===== src/sv/fcf_pkg.sv =====
package fcf_pkg;

  localparam int DATA_W   = 16;
  localparam int IDX_W    = 8;
  localparam int CMD_W    = 2;
  localparam int TAPS_DEF = 256;

  // Command codes carried on the input tuser
  typedef enum logic [CMD_W-1:0] {
    CMD_SAMPLE = 2'd0,
    CMD_TAP    = 2'd1,
    CMD_CLEAR  = 2'd2
  } cmd_t;

  // Per-cycle control broadcast to every cell of the chain
  typedef struct packed {
    logic adv;       // take the new sample into the partial sums
    logic clr_hist;  // zero the partial sums (history cleared)
    logic clr_taps;  // zero the coefficients and the partial sums
  } cell_ctl_t;

endpackage


===== src/sv/fcf_cell.sv =====
module fcf_cell #(
  parameter int ACC_W = 40
) (
  input  logic                            clk,
  input  logic                            rst_n,
  input  fcf_pkg::cell_ctl_t              ctl,
  input  logic                            tap_we,
  input  logic signed [fcf_pkg::DATA_W-1:0] coef,
  input  logic signed [fcf_pkg::DATA_W-1:0] x,
  input  logic signed [ACC_W-1:0]         s_in,
  output logic signed [ACC_W-1:0]         s_out
);

  logic signed [fcf_pkg::DATA_W-1:0]   h_r, h_nxt;
  logic signed [ACC_W-1:0]             s_r, s_nxt;
  logic signed [2*fcf_pkg::DATA_W-1:0] prod;

  assign prod = h_r * x;

  always_comb begin
    h_nxt = h_r;
    if (ctl.clr_taps) begin
      h_nxt = '0;
    end else if (tap_we) begin
      h_nxt = coef;
    end
  end

  // Transposed form: this cell's product plus the neighbor's sum, passed one step down
  always_comb begin
    s_nxt = s_r;
    if (ctl.clr_taps || ctl.clr_hist) begin
      s_nxt = '0;
    end else if (ctl.adv) begin
      s_nxt = ACC_W'(prod) + s_in;
    end
  end

  always_ff @(posedge clk) begin
    if (!rst_n) begin
      h_r <= '0;
      s_r <= '0;
    end else begin
      h_r <= h_nxt;
      s_r <= s_nxt;
    end
  end

  assign s_out = s_r;

endmodule


===== config.mk =====
export PLATFORM = sky130hd
export DESIGN_NAME = fcf_cell
export DESIGN_NICKNAME = d
export VERILOG_FILES = /design/src/sv/fcf_pkg.sv /design/src/sv/fcf_cell.sv
export SDC_FILE = /design/constraint.sdc
export NUM_CORES = 1
export LEC_CHECK = 0
export BUFFER_PORTS_ARGS = -buffer_cell sky130_fd_sc_hd__buf_4
export CAP_MARGIN = 20
export CORE_MARGIN = 2
export CORE_UTILIZATION = 55
export CTS_CLUSTER_DIAMETER = 120
export DETAILED_ROUTE_END_ITERATION = 10
export GPL_TIMING_DRIVEN = 0
export PLACE_DENSITY = 0.89
export SYNTH_ARGS = -nofsm -noshare
export SYNTH_HDL_FRONTEND = slang
export SYNTH_SLANG_ARGS = --single-unit

===== constraint.sdc =====
create_clock -name clk -period 6.5 [get_ports clk]
set_clock_uncertainty 0.15 [all_clocks]
set_input_delay 0.65 -clock clk [delete_from_list [all_inputs] [get_ports clk]]
set_output_delay 0.65 -clock clk [all_outputs]
set_load 0.005 [all_outputs]

======== Yosys cells after proc, flatten, opt, wreduce, memory -nomap -nowiden ========
Index checks and enable logic that the tools add are counted.
storage, ports and cells
  register bits ........................... 56
  output and inout bits ................... 40
  word-level logic and storage cells ...... 8
operators by class
  add/sub/neg operators ................... 1
  multipliers ............................. 1
  bitwise gates (word level) .............. 1
  reduce and logical (&&, ||, !) cells .... 3
operator list
  kind                                            number
  32-bit by 40-bit adder with 40-bit output       1
  16-bit by 16-bit multiplier with 32-bit output  1
  2-bit OR reduction                              2
  1-bit logical OR                                1
  1-bit NOT                                       1

======== Longest topological paths before layout ========
  depth after elaboration ................. 2
  mapped depth ............................ 25
  gate-level depth less buffers ........... 24

======== Worst setup path after synthesis ========
OpenSTA, ideal clock, no wires.
  path kind ............................... in2reg
  start ................................... input x[1] (netlist name)
  end ..................................... register s_r[39], in the netlist s_out[39]
  setup time .............................. 0.118 ns
  arrival time ............................ 6.510 ns
  path slack .............................. -0.278 ns
  cell stages on the path ................. 22
  buffers on the path ..................... 1
  path through ............................ clkbuf_1 nand2_1 inv_1 fa_1 inv_1 fa_1 inv_1 fa_1 fa_1 fa_1 inv_1 fa_1 inv_1 ha_1 or3_1 or2_1 a221o_1 a22oi_2 nand3_2 a31oi_2 o21ai_1 o2111a_1
on the way
  longest elaborated chain between the ends .. 2
RTL lines
  what                                            line            RTL
  start: declaration                              fcf_cell.sv:9   input logic signed [fcf_pkg::DATA_W-1:0] x,
  16-bit by 16-bit multiplier with 32-bit output  fcf_cell.sv:18  assign prod = h_r * x;
  32-bit by 40-bit adder with 40-bit output       fcf_cell.sv:35  s_nxt = ACC_W'(prod) + s_in;
  end signal: assignment                          fcf_cell.sv:45  s_r <= s_nxt;
  end: declaration                                fcf_cell.sv:15  logic signed [ACC_W-1:0] s_r, s_nxt;
Every way passes these cells.
A chain may end at the register's enable or synchronous reset.

======== Worst setup path in the final report ========
  start ................................... input x[6] (netlist name)
  end ..................................... register s_r[36], in the netlist s_out[36]
Same word-level chain as after synthesis.

==> impl_results.md <==
* Clock network power share at about 6.9%
* CP Cell Sequence: buf_4 > buf_8 > and2_4 > fa_1 > fa_1 > inv_1 > fa_1 > inv_2 > fa_2 > fa_1 > inv_1 > fa_1 > inv_2 > ha_4 > a21o_1 > a21o_1 > nor3_2 > a21oi_2 > a211o_1 > or3_4 > a41oi_2 > xnor2_1 > mux2i_1 > nor2_1
* Cells on worst reg2reg path at 22
* Slew of the pin with the lowest slew margin at 737 ps
* Starting Density at a little under three fifths
* Setup crit start kind: primary input
* Distinct cells, synth at between 50 and 60
* Final WL at between 30000 and 40000 microns
* Crit-path slowest cell: fa_1
* Internal Pwr Total at between 2000 and 2500 uW
* Std cell rows at between 50 and 60
* Count leader, synth: inv_1
* # setup viols final at 3
* Top post-synthesis cells by count: 372 x inv_1, 330 x fa_1, 149 x nand2_1
* DRT Pass-1 Iters at 5
* Number of synthesized register bits at between 50 and 60
* Period utilization at 101%
* Finished Core Util at between 60% and 70%
* Kind of critical path: in2reg
* RSZ-0062 raised after global routing: yes
* Worst hold slack at 351 ps
* Drt via density at approximately 5.6
* Antenna Nets Post-Route at 0
* Drt wl/cell at just under 20 microns
* First-pass GRT wire length at around 62000 microns
* Crit path largest cell delay at between 500 and 600 ps
* Maximum level of the CTS H-tree at 2
* Synthesis-to-finish area growth at 14.9%
* Cells after synthesis at 1517
* Critical Path RT at between 6000 and 7000 ps
* Die Ht at ~160 microns
* Root Driver: clkbuf_16
* Fin. max-slew vios at 0
* Post-Syn Nets at approximately 2000
* Worst Path Buf+Inv at 6
* Seq/Total Area, Yosys at 7.92%
* Most common cell type on the critical path: fa_1
* Reg2reg start: h_r[9]
* CP top delay family: adder cells
* Initial DRC Count at 907
* Full die area at ~0.027 sq mm
* Routed vias at roughly 11000
* Largest net degree at the start of global routing at 24
* Max-cap viol count at 0
* CP Capture Type: register
* Total GRT Usage at between 20% and 30%
* Placed insts at 1961
* Combinational power share at ~83%
* Average cell area after synthesis at around 9.3 sq um
* Slew headroom at between 50% and 60%
* Final HPWL DP at around 32000 microns
* Hold Path Class: reg2reg
* Die X at approximately 160 microns
* Psw at between 2000 and 2500 uW
* Worst reg2reg endpoint: s_out[37]
* TritonCTS clock tree: built
* Non-Filler Instances at just under 2000
* Final min period at around 6500 ps
* Core area at between 0.02 and 0.03 sq mm
* Post-synth EDFFs at 0
* Largest area contributor in the netlist: fa_1
* Async SR Flop Fraction at 0%
* Worst ir drop on vdd at a little over 0.3 mV
* Netlist Area Pre-Place at around 0.014 sq mm
* Synth warn at 0
* PortBufs at about 110
* Status: finished, violations left
* Lkg Pwr at 0.00838 uW
* I/O Pins at around 120
* Total grt overflow at 0
* Most area-consuming cells after synthesis: fa_1 47%, ha_1 10%, inv_1 9.9%
* Initial antenna violation count at 1
* FF-to-FF setup slack at -50 ps
* # DRC at 0
* Share of power burned in registers at about a tenth
* Share of cells above drive strength 1 at 16.3%
* Hold endpoint: s_out[37]
* Worst-Skew Late Latency at 300 ps
* GPL Wtd Cong at about 0.95
* Max FO, Critical Path at 8
* Sw frac at around half
* PD cells at between 200 and 300 mW/mm^2
* CP arrival at between 6000 and 7000 ps
* Layout Nets at between 2000 and 2500
* Failing checks: negative setup slack
* Vias in the first global route at around 12000
* Final hold vios at 0
* Main synth FF type: dfxtp_1
* Final worst slack at -45.1 ps
* Max Clk Rate at 0.153 GHz
* Clock Pin Slew Worst Setup and Hold Paths at 80 ps
* Hold Path Origin: s_out[37]
* CTS Buf Count at 5
* Fillers at ~1900
* Clock sink count at between 50 and 60
* Hold depth at 2
* CTS max path bufs at 2
* Antenna diode count at 0
* Synth top area share at between 40% and 50%
==> layer usage <==
metal  up-vias  GRT usage, %  part of all wire [%]
met1      5551          38.4                    36
met3       166          5.25                   9.5
met4         0          12.2                   5.5
met2       687          50.8                    49
met5         -             0                     0
li1       4791             -                     -
==> worst max-delay path by stage <==
stage / cells after the start / to / startpoint
floorplan: 22 / s_out[39] / x[2]
global placement: 21 / s_out[39] / x[4]
detailed placement: 23 / s_out[38] / x[4]
CTS: 24 / s_out[34] / x[3]
global route: 23 / s_out[37] / h_r[15]
finish: 24 / s_out[36] / x[6]
==> power by group through the flow <==
stage	registers (uW)	clock network (uW)	logic, uW
floorplan	409	0	2150
global placement	425	0	2840
detailed placement	425	0	2930
CTS	418	284	3080
global route	422	298	3750
finish	421	286	3470
==> area by class of cell <==
type                    instances  area [sq um]  share of cell area [%]
clock inverters                 3          25.0                   0.154
repair buffers                133          1010                    6.19
repair inverters                1          5.00                  0.0308
clock buffers                   5           125                   0.769
flip-flops and latches         56          1150                    7.09
well taps                     330           413                    2.54
multi-input cells            1040         11800                    72.3
plain buffers                  45           370                    2.28
inverters                     372          1410                    8.66
==> flip-flops by register name, summed over array words and instances, names as in the netlist <==
register / cells
s_out: 40
h_r: 16
==> worst register-to-register path, stage by stage, from the launching register on <==
cell,delay (ps)
dfxtp_2,490
clkbuf_8,250
nand2_1,100
fa_1,550
inv_1,60
fa_1,500
fa_1,600
fa_1,490
fa_1,520
inv_1,50
fa_1,510
inv_1,70
ha_2,310
a21o_1,200
o21bai_1,170
a221o_1,360
and3_4,230
o21ai_4,170
nand3_2,120
a31oi_4,210
o21bai_1,120
xnor2_1,160
o21ai_1,80
==> timing repair <==
item,in CTS,in global routing
gates cloned,0,1
hold buffers,0,0
buffers inserted,5,14
setup endpoints to repair,23,21
pin swaps,16,52
resized for setup,97,96
==> stage by stage <==
step           setup slack, ps  instance area, sq um  TNS (ps)  total power, uW
2_1_floorplan            -7.98                 14200     -7.98             2560
3_3_place_gp              -722                 15400    -10900             3260
3_5_place_dp              -836                 15400    -12770             3360
4_1_cts                   1.98                 15900         0             3780
5_1_grt                   -212                 16300     -1670             4470
6_report                 -45.1                 16300     -97.8             4170
==> logic make-up (layout without fill, tap and decap cells) <==
group | after synthesis | count (layout) | share of synthesized area [%]
mux | 36 | 36 | 2.55
buf+inv | 421 | 559 | 11.2
simple gates | 414 | 414 | 14.3
fa+ha+maj | 445 | 445 | 56.8
flops | 56 | 56 | 7.92
compound gates | 115 | 115 | 5.36
xor+xnor | 30 | 30 | 1.86
==> cell usage in the layout, fill, tap and decap left out, types with 26 or more instances in the layout <==
cell type	netlist	routed
inv_1	372	356
dfxtp_1	56	40
buf_4	1	137
fa_1	330	318
and2_1	114	111
ha_1	115	104
a21oi_1	36	26
nor2_1	76	75
nand2_1	149	145
mux2i_1	35	35
Note: power is estimated with default switching activity, not from simulation.
