[src/sv/fcf_pkg.sv]
package fcf_pkg;

  localparam int DATA_W   = 16;
  localparam int IDX_W    = 8;
  localparam int CMD_W    = 2;
  localparam int TAPS_DEF = 256;

  // Command codes carried on the input tuser
  typedef enum logic [CMD_W-1:0] {
    CMD_SAMPLE = 2'd0,
    CMD_TAP    = 2'd1,
    CMD_CLEAR  = 2'd2
  } cmd_t;

  // Per-cycle control broadcast to every cell of the chain
  typedef struct packed {
    logic adv;       // take the new sample into the partial sums
    logic clr_hist;  // zero the partial sums (history cleared)
    logic clr_taps;  // zero the coefficients and the partial sums
  } cell_ctl_t;

endpackage

[src/sv/fcf_outreg.sv]
module fcf_outreg #(
  parameter int ACC_W = 40
) (
  input  logic                              clk,
  input  logic                              rst_n,
  input  logic                              load,
  input  logic                              zero,
  input  logic signed [ACC_W-1:0]           sum,
  output logic                              can_load,
  output logic                              out_tvalid,
  input  logic                              out_tready,
  output logic signed [fcf_pkg::DATA_W-1:0] out_sample,
  output logic                              out_clip
);

  localparam int QW = ACC_W + 1 - (fcf_pkg::DATA_W - 1);
  localparam logic signed [QW-1:0] QMAX = QW'(32767);
  localparam logic signed [QW-1:0] QMIN = QW'(-32768);

  logic signed [ACC_W:0]              rnd;
  logic signed [QW-1:0]               q;
  logic signed [fcf_pkg::DATA_W-1:0]  sat;
  logic                               clip;
  logic                               valid_r, valid_nxt;
  logic signed [fcf_pkg::DATA_W-1:0]  data_r, data_nxt;
  logic                               clip_r, clip_nxt;

  // Round half up to Q1.15, then saturate
  assign rnd = {sum[ACC_W-1], sum} + (ACC_W+1)'(16384);
  assign q   = QW'(rnd >>> (fcf_pkg::DATA_W - 1));

  always_comb begin
    sat  = q[fcf_pkg::DATA_W-1:0];
    clip = 1'b0;
    if (q > QMAX) begin
      sat  = QMAX[fcf_pkg::DATA_W-1:0];
      clip = 1'b1;
    end else if (q < QMIN) begin
      sat  = QMIN[fcf_pkg::DATA_W-1:0];
      clip = 1'b1;
    end
  end

  assign can_load = !valid_r || out_tready;

  always_comb begin
    valid_nxt = valid_r;
    data_nxt  = data_r;
    clip_nxt  = clip_r;
    if (load) begin
      valid_nxt = 1'b1;
      data_nxt  = zero ? '0 : sat;
      clip_nxt  = zero ? 1'b0 : clip;
    end else if (out_tready) begin
      valid_nxt = 1'b0;
    end
  end

  always_ff @(posedge clk) begin
    if (!rst_n) begin
      valid_r <= 1'b0;
    end else begin
      valid_r <= valid_nxt;
    end
    data_r <= data_nxt;
    clip_r <= clip_nxt;
  end

  assign out_tvalid = valid_r;
  assign out_sample = data_r;
  assign out_clip   = clip_r;

endmodule

[config.mk]
export PLATFORM = sky130hd
export DESIGN_NAME = fcf_outreg
export DESIGN_NICKNAME = d
export VERILOG_FILES = /design/src/sv/fcf_pkg.sv /design/src/sv/fcf_outreg.sv
export SDC_FILE = /design/constraint.sdc
export NUM_CORES = 1
export LEC_CHECK = 0
export BUFFER_PORTS_ARGS = -buffer_cell sky130_fd_sc_hd__buf_2
export CAP_MARGIN = 20
export CORE_ASPECT_RATIO = 1.5
export CORE_MARGIN = 2
export CORE_UTILIZATION = 47
export DETAILED_ROUTE_END_ITERATION = 12
export GPL_ROUTABILITY_DRIVEN = 0
export GPL_TIMING_DRIVEN = 0
export PLACE_DENSITY_LB_ADDON = 0.2
export SLEW_MARGIN = 20
export SYNTH_ARGS = -nofsm -noshare
export SYNTH_HDL_FRONTEND = slang
export SYNTH_SLANG_ARGS = --single-unit
export TNS_END_PERCENT = 50
[constraint.sdc]
create_clock -name clk -period 3.8 [get_ports clk]
set_clock_uncertainty 0.15 [all_clocks]
set_input_delay 1.14 -clock clk [delete_from_list [all_inputs] [get_ports clk]]
set_output_delay 1.14 -clock clk [all_outputs]
set_load 0.01 [all_outputs]
* Word level (Yosys, flattened, before mapping) *
Index checks and enable logic that the tools add are counted.

storage, ports and cells
  logic and storage cells = 17
  flip-flop bits (word level) = 18
  bits of input ports = 45

operators by class
  reductions and logical operators = 4
  add/sub/neg operators = 1
  $lt $le $gt $ge = 2
  muxes and demuxes = 6

operators by type and width
  kind                                                                             count
  40-bit by 16-bit adder with 41-bit output (second input constant)                1
  26-bit by 16-bit > comparator with 1-bit output (second input constant)          1
  26-bit by 16-bit less-than comparator with 1-bit output (second input constant)  1
  16-bit two-way mux                                                               1
  15-bit two-way mux                                                               1
  1-bit two-way mux                                                                4
  2-bit nonzero test                                                               1
  2-bit OR reduction                                                               1
  1-bit logical NOT                                                                1
  1-bit logical OR                                                                 1

* Depth between registers and ports, before layout *
Gate-level depths: netlist (run 1).

  depth in word-level cells = 4
  mapped depth = 9
  depth with buffers taken out = 7

* Worst setup path before layout (run 1) *
No wires, ideal clock.

  kind = in2reg
  start = in sum[14]
  end = reg data_r, in the netlist out_sample[10], data pin
  path slack = 310 ps
  data arrival time = 3,074 ps
  stages on the path = 8
  required time = 3,383 ps
  buffers on the path = 1
  library setup time = 267 ps
  cell sequence = ha_1 nand4_2 or4_4 nor4_1 a211oi_1 nor4_4 buf_6 o22ai_1

between the ends
  longest elaborated chain between the ends = 4
  elaborated cells between the ends (all ways) = 5

RTL lines
  item                                                     RTL line          text
  start: declaration                                       fcf_outreg.sv:8   input logic signed [ACC_W-1:0] sum,
  40-bit by 16-bit adder with 41-bit output *              fcf_outreg.sv:29  assign rnd = {sum[ACC_W-1], sum} + (ACC_W+1)'(16384);
  26-bit by 16-bit less-than comparator with 1-bit output  fcf_outreg.sv:38  end else if (q < QMIN) begin
  16-bit two-way mux                                       fcf_outreg.sv:38
  15-bit two-way mux *                                     fcf_outreg.sv:35  if (q > QMAX) begin
  end signal: assignment                                   fcf_outreg.sv:65  data_r <= data_nxt;
  end: declaration                                         fcf_outreg.sv:25  logic signed [fcf_pkg::DATA_W-1:0] data_r, data_nxt;

Every way passes the cells marked *; elsewhere a longest branch is shown, timed or not.
A chain may end at the register's enable or synchronous reset.

* Worst setup path after layout (run 1) *
Same ends and word-level chain as after synthesis.

==> results of run 1 <==
-- worst max-delay path, delay by kind of cell --
| family | cells | cell delay [ps] |
|---|---|---|
| compound gates | 2 | 200 |
| buf+inv | 2 | 310 |
| simple gates | 4 | 1550 |
| fa+ha+maj | 1 | 240 |
-- cell families after synthesis --
kind of cell | count (synthesis) | synth area share
DFF | 18 | 0.3810
buffers and inverters | 9 | 0.03682
muxes | 1 | 0.007188
AOI/OAI and AO/OA | 35 | 0.1797
adders and majority gates | 1 | 0.008983
and+or+nand+nor | 58 | 0.2794
xor gates and xnor gates | 17 | 0.1069
-- cells in the final DEF, fill, tap and decap left out, types with 2 or more instances in the layout --
cell      Yosys  layout
o22ai_1      14      14
nand2_1       9       9
nor4_1        8       8
edfxtp_1     17      17
buf_6         2       2
buf_2         1      49
clkbuf_8      0       4
xor2_1        6       6
nand4_4       2       2
and3_1        4       4
nand3_1       7       7
nor2_1        5       5
a311oi_1      2       2
nor3_1        3       3
xnor2_1      11      11
a211oi_1      3       3
nand4_1       3       3
o21ai_0       3       3
and4_1        4       4
inv_1         4       4
nand2b_1      4       4
a21oi_1       2       2
-- final cells by class --
class,count,share of cell area
Buffer,5,0.02089
Clock buffer,4,0.03170
Inverter,4,0.008646
Multi-Input combinational cell,112,0.4669
Sequential cell,18,0.3055
Tap cell,39,0.02810
Timing Repair Buffer,48,0.1383
-- layer usage --
| layer | global-route usage | vias to the layer above | wire (um) | share of wire |
|---|---|---|---|---|
| li1 | - | 661 | - | - |
| met1 | 0.1832 | 611 | 1186 | 0.36 |
| met2 | 0.4028 | 49 | 1862 | 0.57 |
| met3 | 0.02532 | 8 | 150 | 0.046 |
| met4 | 0.1175 | 0 | 95 | 0.029 |
| met5 | 0 | - | 0 | 0 |
-- worst paths after layout --
kind                                  endpoint  depth (start not counted)                    start
setup / recovery  out_sample[10]$_SDFFCE_PP0P_                          9                  sum[14]
hold reg to reg        out_tvalid$_SDFFE_PN0P_                          2  out_tvalid$_SDFFE_PN0P_
hold / removal         out_tvalid$_SDFFE_PN0P_                          2  out_tvalid$_SDFFE_PN0P_
setup reg to reg       out_tvalid$_SDFFE_PN0P_                          2  out_tvalid$_SDFFE_PN0P_
-- power breakdown --
part           switching [mW]  total [mW]  internal [mW]
logic                  0.0663       0.114         0.0474
clock network          0.0569       0.149         0.0918
registers             0.00359       0.241          0.238
-- state kept, by name, summed over array words and instances (netlist names) --
signal      flops
out_sample     16
out_tvalid      1
out_clip        1
-- through the flow --
| stage | setup TNS, ps | cells | power (mW) | setup slack, ps | util |
|---|---|---|---|---|---|
| 2_1_floorplan | 0 | 139 | 0.3024 | 309.6 | - |
| 3_3_place_gp | -112.3 | 226 | 0.3556 | -17.77 | 0.5895 |
| 3_5_place_dp | -536.5 | 226 | 0.3595 | -60.10 | 0.5895 |
| 4_1_cts | 0 | 230 | 0.5064 | 209.3 | 0.6088 |
| 5_1_grt | 0 | 230 | 0.5252 | 30.13 | 0.6088 |
| 6_report | 0 | 230 | 0.5036 | 196.2 | 0.6088 |
==> metrics.md, run 1 <==
| Metric | Value |
|---|---|
| CTS Buf Count | 3 |
| Area of the mapped netlist | 1393 um2 |
| Cts hold-fix bufs | 0 |
| Synth Warn # | 0 |
| Worst Tran Pin Value | 998.3 ps |
| Final Net Count | 238 |
| Post-synthesis cell count | approximately 140 |
| Clock Path Buffers | 2 |
| DP HPWL | 2764 um |
| Sequential-to-total area share from yosys stat | 0.3810 |
| Post-synth top cells | edfxtp_1 (17), o22ai_1 (14), xnor2_1 (11) |
| DRT antenna net count | 0 |
| Leading area contributor after synthesis | edfxtp_1 |
| Cell row count | 24 |
| Starting Density | 0.4882 |
| Endpoints failing hold | 0 |
| GRT Total Usage | 0.1987 |
| Port bufs | 48 |
| Leakage | between 0.6 and 0.7 nW |
| H-Tree Depth | 1 |
| CTS tree | done |
| Worst setup SP type | primary input |
| Post_cts resized | 0 |
| Setup violations, final | 0 |
| Die height | 70.67 um |
| Share of the synthesized area in the top cell type | 0.3666 |
| Peak VDD IR | between 0.0002 and 0.00025 V |
| Filler Cells Inserted | 273 |
| First-pass GRT wire length | 5354 um |
| Routed via count | ~1,300 |
| Yosys cell types | 46 |
| Clock latency on the worst-skew pair | 250 ps |
| Post-synthesis area per instance | 10.02 um2 |
| CTS clk-pin slew, worst paths | 60 ps |
| Crit path time final | 3604 ps |
| Area grow syn2layout | 24.71% |
| Number of global-route vias before repair | 1,243 |
| Total wire length | between 3000 and 4000 um |
| Largest net degree at the start of global routing | 19 |
| Placed cell area | 1682 um2 |
| Critical path class | primary input to flop |
| Die area | roughly 3400 um2 |
| Crit-path max FO | 10 |
| Cell with the most instances after synthesis | edfxtp_1 |
| Worst path arrival time | 3440 ps |
| Vias per cell | 5.778 |
| FMAX | 0.2775 GHz |
| Core outline area | 2853 um2 |
| RSZ-0062 raised after global routing | no |
| CTS root buffer | clkbuf_8 |
| Antenna violations before repair | 0 |
| Async SR Flop Fraction | 0 |
| N_diodes | 0 |
| Critical Path RT | around 3600 ps |
| Share of cells above drive strength 1 | 0.3403 |
| WL/cell | 14.33 um |
| Status | finished clean |
| Relative slew slack | 0.3283 |
| Chip width | 48.45 um |
| Hold WS | roughly 350 ps |
| Final worst-path cycle share | 0.9484 |
| CP Capture Type | flop |
| Post-synthesis net count | 185 |
| Post-synth EDFFs | 17 |
| Area contributors post-synth | edfxtp_1 (37%), xnor2_1 (6.9%), o22ai_1 (6.3%) |
| CP Cell Sequence | buf_2, ha_1, nand4_2, or4_4, nor4_1, a211oi_1, nor4_4, buf_6, o22ai_1 |
| Synthesized flop and latch total | 18 |
| DR pass1 iterations | 4 |
| 1st-iter DRT viols | 27 |
| Register area | around 530 um2 |
| Most used DFF post-synth | edfxtp_1 |
| Setup bufs post-CTS | 0 |
| Final Max Slew Viols | 0 |
| I/O Pins | 64 |
| Worst min-delay path class | flop to flop |
| Sink Count | 18 |
| Max Cap Viol | 0 |
| Finished Cell Area | roughly 1700 um2 |
| Final global-route overflow total | 0 |
| Delay of the slowest cell on the worst path | 580 ps |
| Flop2flop setup slack | approximately 3000 ps |
| Footprint of the multi-input gates | 810.8 um2 |
| DR DRC count | 0 |
| Power per Cell Area | around 290 nW/um2 |
| Slowest CP cell | or4_4 |
Note: power is estimated with default switching activity, not from simulation.
==> inputs of run 2 (changes only) <==
--- a/config.mk
+++ b/config.mk
@@ -14,6 +14,7 @@
 export GPL_ROUTABILITY_DRIVEN = 0
 export GPL_TIMING_DRIVEN = 0
 export PLACE_DENSITY_LB_ADDON = 0.2
+export RECOVER_POWER = 100
 export SLEW_MARGIN = 20
 export SYNTH_ARGS = -nofsm -noshare
 export SYNTH_HDL_FRONTEND = slang
==> constraint.sdc (replaced) <==
create_clock -name clk -period 3.9 [get_ports clk]
set_clock_uncertainty 0.15 [all_clocks]
set_input_delay 1.17 -clock clk [delete_from_list [all_inputs] [get_ports clk]]
set_output_delay 1.17 -clock clk [all_outputs]
set_load 0.01 [all_outputs]
==> run 2 against run 1 <==
Effect of this change:
- sequential power shrank 2%
- cell count did not move
- worst hold slack better by 5.1 ps
- sequential share of layout area up 0.45 points
==> metrics.md, run 2 (synthesis results as in run 1) <==
| Metric | Value |
|---|---|
| H-Tree Depth | 1 (unchanged) |
| Fin util | 0.6000 (was 0.6088) |
| CTS Buf Count | 3 (unchanged) |
| Worst reg2reg path endpoint | out_tvalid$_SDFFE_PN0P_ (unchanged) |
| Largest register FFs | 16 (unchanged) |
| Reg power frac | 0.484 (was 0.479) |
| CP Capture Type | flop (unchanged) |
| Hold WS | 353.4 ps (was 348.3 ps) |
| Logic pwr share | 0.218 (was 0.226) |
| First-pass GRT wire length | 5354 um (unchanged) |
| Worst path arrival time | 3470 ps (was 3440 ps) |
| Critical Path RT | 3740 ps (was 3640 ps) |
| Power per Cell Area | 284.4 nW/um2 (was 290.0 nW/um2) |
| Commonest cells after routing, fill and taps aside | buf_2 (29), clkbuf_1 (21), edfxtp_1 (17), o22ai_1 (14), xnor2_1 (11) (was buf_2 (49), edfxtp_1 (17), o22ai_1 (14), xnor2_1 (11), nand2_1 (9)) |
| Clock Path Buffers | 2 (unchanged) |
| Vias per cell | 5.730 (was 5.778) |
| Final global-route overflow total | 0 (unchanged) |
| Peak VDD IR | 0.0002016 V (was 0.0002081 V) |
| Die height | 70.67 um (unchanged) |
| Worst setup SP type | primary input (unchanged) |
| Most common cell after layout, fill and taps aside | buf_2 (unchanged) |
| Setup violations, final | 0 (unchanged) |
| Final Max Slew Viols | 0 (unchanged) |
| 1st-iter DRT viols | 24 (was 27) |
| Worst min-delay path class | flop to flop (unchanged) |
| Worst Tran Pin Value | 1021 ps (was 998.3 ps) |
| Finished Cell Area | 1712 um2 (was 1737 um2) |
| DRT antenna net count | 0 (unchanged) |
| Int Pwr | 362.6 uW (was 376.8 uW) |
| FMAX | 0.2751 GHz |
| Final worst-path cycle share | 0.9319 |
| Setup bufs post-CTS | 0 (unchanged) |
| Post_cts resized | 0 (unchanged) |
| Crit-path max FO | 10 (unchanged) |
| Chip width | 48.45 um (unchanged) |
| Worst slack, placed | 9.900 ps (was -60.10 ps) |
| WL/cell | 14.34 um (was 14.33 um) |
| Cell total after placement | 226 (unchanged) |
| FF-to-FF path depth | 2 (unchanged) |
| Die area | 3423 um2 (unchanged) |
| Hold path cells | 2 (unchanged) |
| Starting Density | 0.4882 (unchanged) |
| Sw Share | 0.2550 (was 0.2518) |
| RSZ-0062 raised after global routing | no (unchanged) |
| CTS tree | done (unchanged) |
| Antenna violations before repair | 0 (unchanged) |
| Clock latency on the worst-skew pair | 250 ps (about the same) |
| P_sw | 124.1 uW (was 126.8 uW) |
| Total wire length | 3298 um (was 3295 um) |
| Leakage | 0.5788 nW (was 0.6334 nW) |
| CTS clk-pin slew, worst paths | 60 ps (about the same) |
| Cell row count | 24 (unchanged) |
| GRT Total Usage | 0.1987 (unchanged) |
| RR Startpoint | out_tvalid$_SDFFE_PN0P_ (unchanged) |
| Endpoints failing hold | 0 (unchanged) |
| Critical path class | primary input to flop (unchanged) |
| Largest net degree at the start of global routing | 19 (unchanged) |
| Max Cap Viol | 0 (unchanged) |
| DP HPWL | 2764 um (unchanged) |
| Final Net Count | 238 (unchanged) |
| Number of global-route vias before repair | 1,243 (unchanged) |
| Status | finished clean (unchanged) |
| Routed via count | 1,318 (was 1,329) |
| Share of cells above drive strength 1 | 0.2356 (was 0.3403) |
| Core outline area | 2853 um2 (unchanged) |
| PnR worst setup slack | 265.5 ps (was 196.2 ps) |
| Cts hold-fix bufs | 0 (unchanged) |
| Crit path time final | 3635 ps |
| CTS root buffer | clkbuf_8 (unchanged) |
| Sink Count | 18 (unchanged) |
| Area grow syn2layout | 22.91% (was 24.71%) |
| DR DRC count | 0 (unchanged) |
| Total power | 486.7 uW (was 503.6 uW) |
| Setup TNS | 0 ps (unchanged) |
| Port bufs | 48 (unchanged) |
| DR pass1 iterations | 4 (unchanged) |
| Relative slew slack | 0.3128 (was 0.3283) |
| I/O Pins | 64 (unchanged) |
| N_diodes | 0 (unchanged) |
| HP Start | out_tvalid$_SDFFE_PN0P_ (unchanged) |
| Placed cell area | 1682 um2 (unchanged) |
| Hold endpoint | out_tvalid$_SDFFE_PN0P_ (unchanged) |
| Clock group share of total power | 0.298 (was 0.295) |
| Non-filler cells, final | 230 (unchanged) |
| Flop2flop setup slack | 3130 ps (was 3040 ps) |
[run 2: cell count changes in the layout (fill, tap and decap cells not counted)]
cell      previous run  this run
buf_2               49        29
clkbuf_1             1        21
[run 2: cell type report]
cell class	count	area (um2)
Tap cell	39	48.80
Multi-Input combinational cell	112	810.8
Buffer	5	36.28
Timing Repair Buffer	48	215.2
Clock buffer	4	55.05
Inverter	4	15.01
Fill cell	284	1141
Sequential cell	18	530.5
[run 2: per-layer routing]
metal / GRT usage / vias to the layer above / part of all wire
met5: 0 / - / 0
met4: 0.1175 / 0 / 0.024
met3: 0.02532 / 6 / 0.045
met2: 0.4028 / 46 / 0.57
met1: 0.1832 / 605 / 0.36
li1: - / 661 / -
[run 2: worst max path at each step]
stage | to | cells after the start | from
2_1_floorplan | out_sample[10]$_SDFFCE_PP0P_ | 8 | sum[14]
5_1_grt | out_sample[5]$_SDFFCE_PP0P_ | 9 | sum[14]
3_3_place_gp | out_sample[14]$_SDFFCE_PP0P_ | 9 | sum[14]
4_1_cts | out_sample[4]$_SDFFCE_PP0P_ | 9 | sum[14]
6_report | out_sample[10]$_SDFFCE_PP0P_ | 9 | sum[14]
3_5_place_dp | out_sample[10]$_SDFFCE_PP0P_ | 9 | sum[14]
[run 2: power groups by stage]
stage                     logic [mW]  registers [mW]  clock network, mW
after floorplan               0.0447           0.250                  0
after global placement         0.108           0.238                  0
after detailed placement       0.111           0.239                  0
after CTS                      0.111           0.235              0.147
after global routing           0.117           0.238              0.154
final                          0.106           0.236              0.145
[run 2: worst max-delay path: stages]
cell	delay, ps
buf_2	110
ha_1	240
nand4_2	220
or4_4	580
nor4_1	290
a211oi_1	110
nor4_4	460
buf_6	200
o22ai_1	90
==> inputs of run 3 (changes only) <==
==> constraint.sdc (replaced) <==
create_clock -name clk -period 3.9 [get_ports clk]
set_clock_uncertainty 0.15 [all_clocks]
set_input_delay 0.585 -clock clk [delete_from_list [all_inputs] [get_ports clk]]
set_output_delay 0.585 -clock clk [all_outputs]
set_load 0.01 [all_outputs]
==> run 3 against run 2 <==
Effect of this change:
- largest cell class unchanged
- clock power hardly changed
- critical endpoint unchanged
- core utilization shrank 0.26 points
- worst hold slack is the same
- first-iteration DRC count unchanged
- cell count unchanged
- clock-buffer cell count did not move
- non-clock buffer count unchanged
- total power shrank 0.13%
- wire length about the same
- die area did not move
- fmax up 11%
- critical path depth unchanged
==> metrics.md, run 3 (synthesis results as in run 1) <==
| Metric | Value |
|---|---|
| Die height | 70.67 um (unchanged) |
| Filler Cells Inserted | 284 (unchanged) |
| Sink Count | 18 (unchanged) |
| Total wire length | 3296 um (was 3298 um) |
| DR DRC count | 0 (unchanged) |
| Status | finished clean (unchanged) |
| Finished Cell Area | 1704 um2 (was 1712 um2) |
| Final Net Count | 238 (unchanged) |
| Clock Path Buffers | 2 (unchanged) |
| Post_cts resized | 0 (unchanged) |
| Crit-path max FO | 10 (unchanged) |
| N_diodes | 0 (unchanged) |
| CP Capture Type | flop (unchanged) |
| Top Usage Layer GRT | met2 (unchanged) |
| Worst setup SP type | primary input (unchanged) |
| FF-to-FF path depth | 2 (unchanged) |
| Area grow syn2layout | 22.37% (was 22.91%) |
| Cell total after placement | 226 (unchanged) |
| Worst Tran Pin Value | 1021 ps (about the same) |
| Critical Path RT | 3740 ps (about the same) |
| 1st-iter DRT viols | 24 (unchanged) |
| Commonest cells after routing, fill and taps aside | buf_2 (28), clkbuf_1 (22), edfxtp_1 (17), o22ai_1 (14), xnor2_1 (11) (was buf_2 (29), clkbuf_1 (21), edfxtp_1 (17), o22ai_1 (14), xnor2_1 (11)) |
| Largest net degree at the start of global routing | 19 (unchanged) |
| Worst min-delay path class | flop to flop (unchanged) |
| Starting Density | 0.4882 (unchanged) |
| Register area | 530.5 um2 (unchanged) |
| DP HPWL | 2764 um (unchanged) |
| PnR worst setup slack | 630.6 ps (was 265.5 ps) |
| Met2 Track Usage GR | 0.4028 (unchanged) |
| I/O Pins | 64 (unchanged) |
| DRT antenna net count | 0 (unchanged) |
| M3 GR Usage | 0.02532 (unchanged) |
| WL/cell | 14.33 um (was 14.34 um) |
| Die area | 3423 um2 (unchanged) |
| Core outline area | 2853 um2 (unchanged) |
| DR pass1 iterations | 4 (unchanged) |
| Max Cap Viol | 0 (unchanged) |
| Vias per cell | 5.691 (was 5.730) |
| Clock latency on the worst-skew pair | 250 ps (about the same) |
| Crit path time final | 3269 ps (was 3635 ps) |
| Most common cell after layout, fill and taps aside | buf_2 (unchanged) |
| CTS clk-pin slew, worst paths | 60 ps (about the same) |
| Cell row count | 24 (unchanged) |
| CTS root buffer | clkbuf_8 (unchanged) |
| Placed cell area | 1682 um2 (unchanged) |
| Leakage | 0.5692 nW (was 0.5788 nW) |
| Relative slew slack | 0.3127 (was 0.3128) |
| Critical path class | primary input to flop (unchanged) |
| Flop2flop setup slack | 3130 ps (about the same) |
| Footprint of the multi-input gates | 804.5 um2 (was 810.8 um2) |
| Endpoints failing hold | 0 (unchanged) |
| CTS tree | done (unchanged) |
| Final Max Slew Viols | 0 (unchanged) |
| Non-filler cells, final | 230 (unchanged) |
| Setup violations, final | 0 (unchanged) |
| Power per Cell Area | 285.2 nW/um2 (was 284.4 nW/um2) |
| Worst slack, placed | 594.9 ps (was 9.900 ps) |
| Number of global-route vias before repair | 1,243 (unchanged) |
| Hold path cells | 2 (unchanged) |
| Final worst-path cycle share | 0.8383 (was 0.9319) |
| FMAX | 0.3059 GHz (was 0.2751 GHz) |
| Share of cells above drive strength 1 | 0.2251 (was 0.2356) |
| Worst path arrival time | 3110 ps (was 3470 ps) |
| Routed via count | 1,309 (was 1,318) |
| GRT Total Usage | 0.1987 (unchanged) |
| H-Tree Depth | 1 (unchanged) |
| Chip width | 48.45 um (unchanged) |
| Fin util | 0.5974 (was 0.6000) |
| Total power | 486.1 uW (was 486.7 uW) |
| Setup bufs post-CTS | 0 (unchanged) |
| Largest register FFs | 16 (unchanged) |
| CTS Buf Count | 3 (unchanged) |
| Setup TNS | 0 ps (unchanged) |
| Port bufs | 48 (unchanged) |
| Final global-route overflow total | 0 (unchanged) |
| Cts hold-fix bufs | 0 (unchanged) |
| Hold WS | 353.4 ps (unchanged) |
| Peak VDD IR | 0.0002016 V (about the same) |
| Met1 usage | 0.1832 (unchanged) |
| RSZ-0062 raised after global routing | no (unchanged) |
| Antenna violations before repair | 0 (unchanged) |
| First-pass GRT wire length | 5354 um (unchanged) |
[run 3: cell count changes in the layout (fill, tap and decap cells not counted), sizes merged]
cell,before,now
buf,31,30
clkbuf,26,27
[run 3: area by class of cell]
class,count,share of cell area
clock buffer,4,0.03231
buffer,5,0.02129
timing repair buffer,48,0.1256
multi-input combinational,112,0.4721
sequential,18,0.3113
tap,39,0.02863
inverter,4,0.008811
[run 3: final timing paths]
kind,startpoint,to
worst max register to register,out_tvalid$_SDFFE_PN0P_,out_tvalid$_SDFFE_PN0P_
worst min-delay path,out_tvalid$_SDFFE_PN0P_,out_tvalid$_SDFFE_PN0P_
worst max-delay path,sum[14],out_sample[10]$_SDFFCE_PP0P_
worst min register to register,out_tvalid$_SDFFE_PN0P_,out_tvalid$_SDFFE_PN0P_
[run 3: critical path, stage by stage]
cell and delay [ps]:
clkbuf_1 150, ha_1 250, nand4_1 280, nor4_1 490, xnor2_1 260, o21ai_0 270
nor4_4 520, buf_6 200, o22ai_1 90
[run 3: layer usage]
metal,part of all wire,wire [um]
met3,0.044,144
met4,0.024,80
met1,0.37,1207
met2,0.57,1864
met5,0,0
[run 3: where the power goes]
part	leakage, nW	internal [mW]	switching, mW	total (mW)
Sequential	0.173	0.232	0.00395	0.236
Clock	0.0288	0.0895	0.0555	0.145
Combinational	0.367	0.0412	0.0643	0.106
